[src/hw/rtl/rgbpq_pkg.sv]
// shared types and constants of the rgb565 palette quantizer
package rgbpq_pkg;

	localparam int unsigned PalCount   = 7;
	localparam int unsigned ColorW     = 24;
	localparam int unsigned ChanW      = 8;
	localparam int unsigned SqW        = 2 * ChanW;
	localparam int unsigned DistW      = 19;
	localparam int unsigned CoordW     = 11;
	localparam int unsigned PixW       = 16;
	localparam int unsigned PosW       = 2 * CoordW + 1;
	localparam int unsigned AddrW      = 18;
	localparam int unsigned IdxW       = 3;
	localparam int unsigned InDataW    = 40;
	localparam int unsigned OutDataW   = 24;
	localparam int unsigned ApbAddrW   = 5;
	localparam int unsigned ApbDataW   = 32;

	typedef logic [ColorW-1:0] color_t;
	typedef logic [IdxW-1:0]   idx_t;
	typedef logic [DistW-1:0]  dist_t;

	// register map, one word per palette entry
	typedef enum logic [IdxW-1:0] {
		REG_BLACK  = 3'd0,
		REG_WHITE  = 3'd1,
		REG_GREEN  = 3'd2,
		REG_BLUE   = 3'd3,
		REG_RED    = 3'd4,
		REG_YELLOW = 3'd5,
		REG_ORANGE = 3'd6
	} reg_idx_t;

	typedef struct packed {
		logic [ChanW-1:0] r;
		logic [ChanW-1:0] g;
		logic [ChanW-1:0] b;
	} rgb_t;

	typedef struct packed {
		logic [SqW-1:0] r;
		logic [SqW-1:0] g;
		logic [SqW-1:0] b;
	} sq_t;

	localparam color_t PalReset [PalCount] = '{
		24'h000000, 24'hFFFFFF, 24'h438A1C, 24'h6440FF,
		24'hE41C1C, 24'hC7C70A, 24'hF8BE00
	};

	function automatic logic [SqW-1:0] sq_diff(input logic [ChanW-1:0] a,
			input logic [ChanW-1:0] b);
		logic [ChanW-1:0] d;
		d = (a > b) ? (a - b) : (b - a);
		return SqW'(d) * SqW'(d);
	endfunction

endpackage

[src/hw/rtl/rgb565_palette_quantize_pack.sv]
// top level: rgb565 pixel to nearest palette nibble write, three-stage pipeline
//
// Takes one RGB565 pixel with its screen coordinates per transfer and returns one frame-buffer
// nibble write per pixel, in order. The pipeline accepts a pixel every clock unless all stages
// are full and the output is stalled. Each pixel passes the stage registers in order: stage one
// registers the pixel, stage two holds the 21 channel squared differences against the seven
// palette entries and the linear position y*DISPLAY_WIDTH+x, stage three holds the index of the
// weighted distance minimum and is the output register. Each stage fills independently, so input
// keeps flowing into empty stages while a result waits. Pixels off the display come out with
// write_enable low and all other fields zero. The palette is seven 24-bit APB registers at byte
// addresses 0x00..0x18 and must only be written while no pixel is in flight.
module rgb565_palette_quantize_pack #(
	parameter int DISPLAY_WIDTH  = 800,
	parameter int DISPLAY_HEIGHT = 480
) (
	input  logic                             clk,
	input  logic                             arst_n,
	input  logic                             s_axis_tvalid,
	output logic                             s_axis_tready,
	// pixel_x [10:0], pixel_y [21:11], pixel_color [37:22], zero [39:38]
	input  logic [rgbpq_pkg::InDataW-1:0]    s_axis_tdata,
	output logic                             m_axis_tvalid,
	input  logic                             m_axis_tready,
	// write_enable [0], byte_address [18:1], high_nibble [19], color_index [22:20], zero [23]
	output logic [rgbpq_pkg::OutDataW-1:0]   m_axis_tdata,
	input  logic                             psel,
	input  logic                             penable,
	input  logic                             pwrite,
	input  logic [rgbpq_pkg::ApbAddrW-1:0]   paddr,
	input  logic [rgbpq_pkg::ApbDataW-1:0]   pwdata,
	output logic [rgbpq_pkg::ApbDataW-1:0]   prdata,
	output logic                             pready
);
	import rgbpq_pkg::*;

	localparam logic [CoordW:0]   WidthC  = (CoordW+1)'(DISPLAY_WIDTH);
	localparam logic [CoordW:0]   HeightC = (CoordW+1)'(DISPLAY_HEIGHT);
	localparam logic [CoordW-1:0] WidthM  = CoordW'(DISPLAY_WIDTH);

	// palette registers
	color_t   pal_q [PalCount];
	reg_idx_t wr_idx;
	logic     wr_en;

	assign pready = 1'b1;
	assign wr_idx = reg_idx_t'(paddr[ApbAddrW-1:2]);
	assign wr_en  = psel && penable && pwrite && (paddr[ApbAddrW-1:2] < IdxW'(PalCount));

	always_ff @(posedge clk or negedge arst_n) begin
		if (!arst_n) begin
			for (int i = 0; i < PalCount; i++) pal_q[i] <= PalReset[i];
		end else if (wr_en) begin
			pal_q[wr_idx] <= pwdata[ColorW-1:0];
		end
	end

	always_comb begin
		prdata = '0;
		if (paddr[ApbAddrW-1:2] < IdxW'(PalCount))
			prdata = ApbDataW'(pal_q[paddr[ApbAddrW-1:2]]);
	end

	// stage enables, each stage fills when it is empty or the next one moves
	logic v1_q, v2_q, v3_q;
	logic en1, en2, en3;

	assign en3 = !v3_q || m_axis_tready;
	assign en2 = !v2_q || en3;
	assign en1 = !v1_q || en2;
	assign s_axis_tready = en1;
	assign m_axis_tvalid = v3_q;

	always_ff @(posedge clk or negedge arst_n) begin
		if (!arst_n) begin
			v1_q <= 1'b0;
			v2_q <= 1'b0;
			v3_q <= 1'b0;
		end else begin
			if (en1) v1_q <= s_axis_tvalid;
			if (en2) v2_q <= v1_q;
			if (en3) v3_q <= v2_q;
		end
	end

	// stage 1: input register
	logic [CoordW-1:0] x_s1, y_s1;
	logic [PixW-1:0]   pix_s1;

	always_ff @(posedge clk) begin
		if (en1 && s_axis_tvalid) begin
			x_s1   <= s_axis_tdata[CoordW-1:0];
			y_s1   <= s_axis_tdata[2*CoordW-1:CoordW];
			pix_s1 <= s_axis_tdata[2*CoordW+PixW-1:2*CoordW];
		end
	end

	// stage 1 to 2: widen channels, squared differences, linear position
	rgb_t            px;
	sq_t             sq_c [PalCount];
	logic            on_c;
	logic [PosW-1:0] pos_c;

	always_comb begin
		px.r  = {pix_s1[15:11], 3'b000};
		px.g  = {pix_s1[10:5], 2'b00};
		px.b  = {pix_s1[4:0], 3'b000};
		on_c  = ({1'b0, x_s1} < WidthC) && ({1'b0, y_s1} < HeightC);
		pos_c = PosW'(y_s1) * PosW'(WidthM) + PosW'(x_s1);
		for (int i = 0; i < PalCount; i++) begin
			sq_c[i].r = sq_diff(px.r, pal_q[i][23:16]);
			sq_c[i].g = sq_diff(px.g, pal_q[i][15:8]);
			sq_c[i].b = sq_diff(px.b, pal_q[i][7:0]);
		end
	end

	sq_t             sq_s2 [PalCount];
	logic            on_s2;
	logic [PosW-1:0] pos_s2;

	always_ff @(posedge clk) begin
		if (en2 && v1_q) begin
			sq_s2  <= sq_c;
			on_s2  <= on_c;
			pos_s2 <= pos_c;
		end
	end

	// stage 2 to 3: weighted sums and a min tree, left side holds lower indices
	dist_t d_c [PalCount];
	dist_t m01, m23, m45, m03, m46, mall;
	idx_t  i01, i23, i45, i03, i46, iall;

	always_comb begin
		for (int i = 0; i < PalCount; i++)
			d_c[i] = {2'b00, sq_s2[i].r, 1'b0} + {1'b0, sq_s2[i].g, 2'b00}
				+ DistW'(sq_s2[i].b);
		// ties keep the left, lower index
		{m01, i01} = (d_c[1] < d_c[0]) ? {d_c[1], 3'd1} : {d_c[0], 3'd0};
		{m23, i23} = (d_c[3] < d_c[2]) ? {d_c[3], 3'd3} : {d_c[2], 3'd2};
		{m45, i45} = (d_c[5] < d_c[4]) ? {d_c[5], 3'd5} : {d_c[4], 3'd4};
		{m03, i03} = (m23 < m01) ? {m23, i23} : {m01, i01};
		{m46, i46} = (d_c[6] < m45) ? {d_c[6], 3'd6} : {m45, i45};
		{mall, iall} = (m46 < m03) ? {m46, i46} : {m03, i03};
	end

	logic             we_s3;
	logic [AddrW-1:0] addr_s3;
	logic             hi_s3;
	idx_t             idx_s3;

	always_ff @(posedge clk) begin
		if (en3 && v2_q) begin
			we_s3   <= on_s2;
			addr_s3 <= on_s2 ? pos_s2[AddrW:1] : '0;
			hi_s3   <= on_s2 && !pos_s2[0];
			idx_s3  <= on_s2 ? iall : '0;
		end
	end

	assign m_axis_tdata = {1'b0, idx_s3, hi_s3, addr_s3, we_s3};

	// off-display results carry all-zero fields
	a_off_zero: assert property (@(posedge clk) disable iff (!arst_n)
		(m_axis_tvalid && !m_axis_tdata[0]) |-> (m_axis_tdata[22:1] == '0))
		else $error("off-display result has nonzero fields");

	// no palette index beyond the last entry
	a_idx_range: assert property (@(posedge clk) disable iff (!arst_n)
		m_axis_tvalid |-> (m_axis_tdata[22:20] != 3'd7))
		else $error("color index out of range");

	// input only stalls when the whole pipeline is full and the output is stalled
	a_stall_full: assert property (@(posedge clk) disable iff (!arst_n)
		!s_axis_tready |-> (v1_q && v2_q && m_axis_tvalid && !m_axis_tready))
		else $error("input stalled with room in the pipeline");

	// an accepted pixel reaches stage one
	a_fill: assert property (@(posedge clk) disable iff (!arst_n)
		(s_axis_tvalid && s_axis_tready) |=> v1_q)
		else $error("accepted pixel lost");

endmodule
[config.mk]
export PLATFORM = sky130hd
export DESIGN_NAME = rgb565_palette_quantize_pack
export DESIGN_NICKNAME = d
export VERILOG_FILES = /design/src/hw/rtl/rgbpq_pkg.sv /design/src/hw/rtl/rgb565_palette_quantize_pack.sv
export SDC_FILE = /design/constraint.sdc
export NUM_CORES = 2
export LEC_CHECK = 0
export ABC_CLOCK_PERIOD_IN_PS = 12100
export BUFFER_PORTS_ARGS = -buffer_cell sky130_fd_sc_hd__clkbuf_2
export CAP_MARGIN = 10
export CORE_MARGIN = 5
export CORE_UTILIZATION = 52
export CTS_CLUSTER_DIAMETER = 50
export DETAILED_ROUTE_END_ITERATION = 8
export PLACE_DENSITY = 0.67
export SLEW_MARGIN = 20
export SYNTH_ARGS = -nofsm -noshare
export SYNTH_HDL_FRONTEND = slang
export SYNTH_SLANG_ARGS = --single-unit
[constraint.sdc]
create_clock -name clk -period 12.1 [get_ports clk]
set_input_delay 3.63 -clock clk [delete_from_list [all_inputs] [get_ports clk]]
set_output_delay 3.63 -clock clk [all_outputs]
set_load 0.01 [all_outputs]
==> flow_summary.yaml <==
sta:
  skew_ps: 28.0
  setup_tns_ps: 0
  hold_viol_final: 0
  slew_headroom_pct: 15.9
  setup_slack_ps: 976
  fin_crit_sh_pct: 91.9
  setup_viol: 0
  tightest_slew_ps: 1250
  rsz0062_at_grt: "false"
  slew_viol_final: 0
  fmax_mhz: 89.9
  fin_crit_ps: 11120
drt:
  num_vias: 51700
  drt_first_pass_iters: 6
  vias_per_cell: 5.52
  wl_per_cell_um: 20.7
  wl_um: 194000
  route.detailed.drc: 0
  ant_nets: 0
  drtIter0Drc: 3920
die:
  rows: 134
  core_area_um2: 134000
  ios: 143
  die_w_um: 377
  start_util_pct: 52.4
  dieArea_um2: 142000
  die_h_um: 377
setup_path:
  crit_type: "reg2reg"
  critPathRequiredTime_ps: 12660
  slowest_delay_ps: 1050
  cp_max_fo: 34
  cp_slowest_cell: "o21ai_0"
  crit_path_start: "sq_s2[196]"
  critPathArrivalTime_ps: 11690
  reg2reg_depth: 40
  endpoint_kind: "register"
  cp-start-kind: "register"
  r2r_start: "sq_s2[196]"
cts:
  path_clk_slew_ps: 60
  cts-buffers-inserted: 96
  clockRootBuffer: "clkbuf_16"
  cts_tree: "built"
  cts_resized: 0
  htreeDepth: 3
  post_cts_buffers: 0
  cts_hold_buf: 0
  clock_latency_ps: 720
  clockBufferDepth: 3
  clkSinkCount: 567
synth:
  yosysTopAreaCell: "ha_1"
  synthFlopType: "edfxtp_1"
  yosys-top-cells-count: "inv_1 (1,253), ha_1 (1,100), nor2_1 (704)"
  syn-cell-area_um2: 70100
  async_reset_ff_share_pct: 30.2
  synth_edf_count: 396
  post-synth-top-count-cell: "inv_1"
  ys_top_cells_by_area: "ha_1 (20%), fa_1 (18%), edfxtp_1 (17%), inv_1 (6.7%), xnor2_1 (5.2%)"
  synth.distinct_cells: 88
  yosysTopAreaCellShare_pct: 19.6
  ys.warnings.count: 0
  synth.avg_cell_area_um2: 9.60
  yosysSeqAreaShare_pct: 23.2
  synth_seq_cells: 567
  netlist_instances: 7307
placed_design:
  portBuffers: 120
  hpwl_um: 156000
  gp_congestion: 0.964
  place_ws_ps: 1220
layout:
  multi_input_area_um2: 48900
  final_nets: 9341
  fin_util_pct: 57.2
  syn_to_final_growth_pct: 9.13
  num-fill-cells: 11700
  ff_latch_area_um2: 16300
  drive_above_1_share_pct: 7.75
global_route:
  grt-ovfl-total: 0
  antenna_found_initial: 23
  grt_pass1_wl_um: 299000
  grt_pass1_vias: 52600
  grtUsageTotal_pct: 27.4
  grt_max_degree: 167
worst_hold_path:
  min_from: "x_s1[4]"
  holdPathStages: 0
  hp-class: "reg2reg"
run:
  cap_viol_max_count: 0
status:
  status: "finished clean"
-- final cells by class --
class	count	share of cell area [%]
clock buffer	118	3.33
inverter	1260	6.18
tap	1768	2.89
sequential	567	21.3
antenna	8	0.0262
timing repair buffer	172	1.36
clock inverter	63	1.06
multi-input combinational	5416	63.9
-- metrics by stage --
stage / area [um^2] / cells / hold slack (ps)
3_3_place_gp: 73100 / 9182 / 402
3_5_place_dp: 73100 / 9182 / 407
2_1_floorplan: 70300 / 7347 / 400
5_1_grt: 76500 / 9364 / 425
6_report: 76500 / 9372 / 417
4_1_cts: 76500 / 9363 / 418
-- worst max-delay path: cells and delay by family (launching register included) --
kind                       cells  cell delay [ps]
buffers and inverters          4              640
AOI/OAI and AO/OA             20             5620
adders and majority gates      5             1780
xor gates and xnor gates       1              240
and+or+nand+nor                8             1560
DFF                            1              320
muxes                          2              790
-- cell usage in the layout (no fill, tap or decap), drive strengths merged, types with 93 or more instances in the layout --
master | netlist | layout
edfxtp | 396 | 396
nor2 | 706 | 706
o21bai | 132 | 132
xnor2 | 414 | 414
fa | 644 | 644
xor2 | 161 | 161
ha | 1100 | 1100
inv | 1254 | 1270
dfrtp | 93 | 93
a21oi | 438 | 438
a21o | 151 | 151
nand2 | 425 | 425
clkbuf | 81 | 238
mux2i | 119 | 119
o21ai | 330 | 330
-- registers in the layout, indices dropped and copies added, names as in the netlist --
| register | count |
|---|---|
| addr_s3 | 18 |
| hi_s3 | 1 |
| idx_s3 | 3 |
| m_axis_tvalid | 1 |
| on_s2 | 1 |
| pal_q | 168 |
| pix_s1 | 16 |
| pos_s2 | 19 |
| sq_s2 | 315 |
| v1_q | 1 |
| v2_q | 1 |
| we_s3 | 1 |
| x_s1 | 11 |
| y_s1 | 11 |
-- cell families after synthesis --
logic type | count (synthesis) | share of synthesized area, %
AOI/OAI and AO/OA | 1267 | 11.0
muxes | 192 | 3.05
buffers and inverters | 1364 | 7.39
and+or+nand+nor | 1595 | 10.1
xor gates and xnor gates | 575 | 7.19
other | 2 | 0.0107
adders and majority gates | 1745 | 38.0
DFF | 567 | 23.2
-- metal layers --
| layer | global-route usage [%] | wire length, um | vias up |
|---|---|---|---|
| met1 | 36.8 | 83900 | 25400 |
| met4 | 9.43 | 7680 | 18 |
| met5 | 0.404 | 172 | - |
| met2 | 44.3 | 87500 | 1423 |
| met3 | 5.82 | 14300 | 342 |
| li1 | - | - | 24500 |
-- path summary, 6_finish.rpt --
path,end,slack [ps]
hold reg to reg,pos_s2[4],420
min in group asynchronous,v1_q,3030
hold / removal,pos_s2[4],420
setup / recovery,idx_s3[1],980
max in group asynchronous,pal_q[30],7390
setup reg to reg,idx_s3[1],980
Power is not shown: default switching activity piles up to over one toggle a cycle in this logic, so the estimate is an artifact.
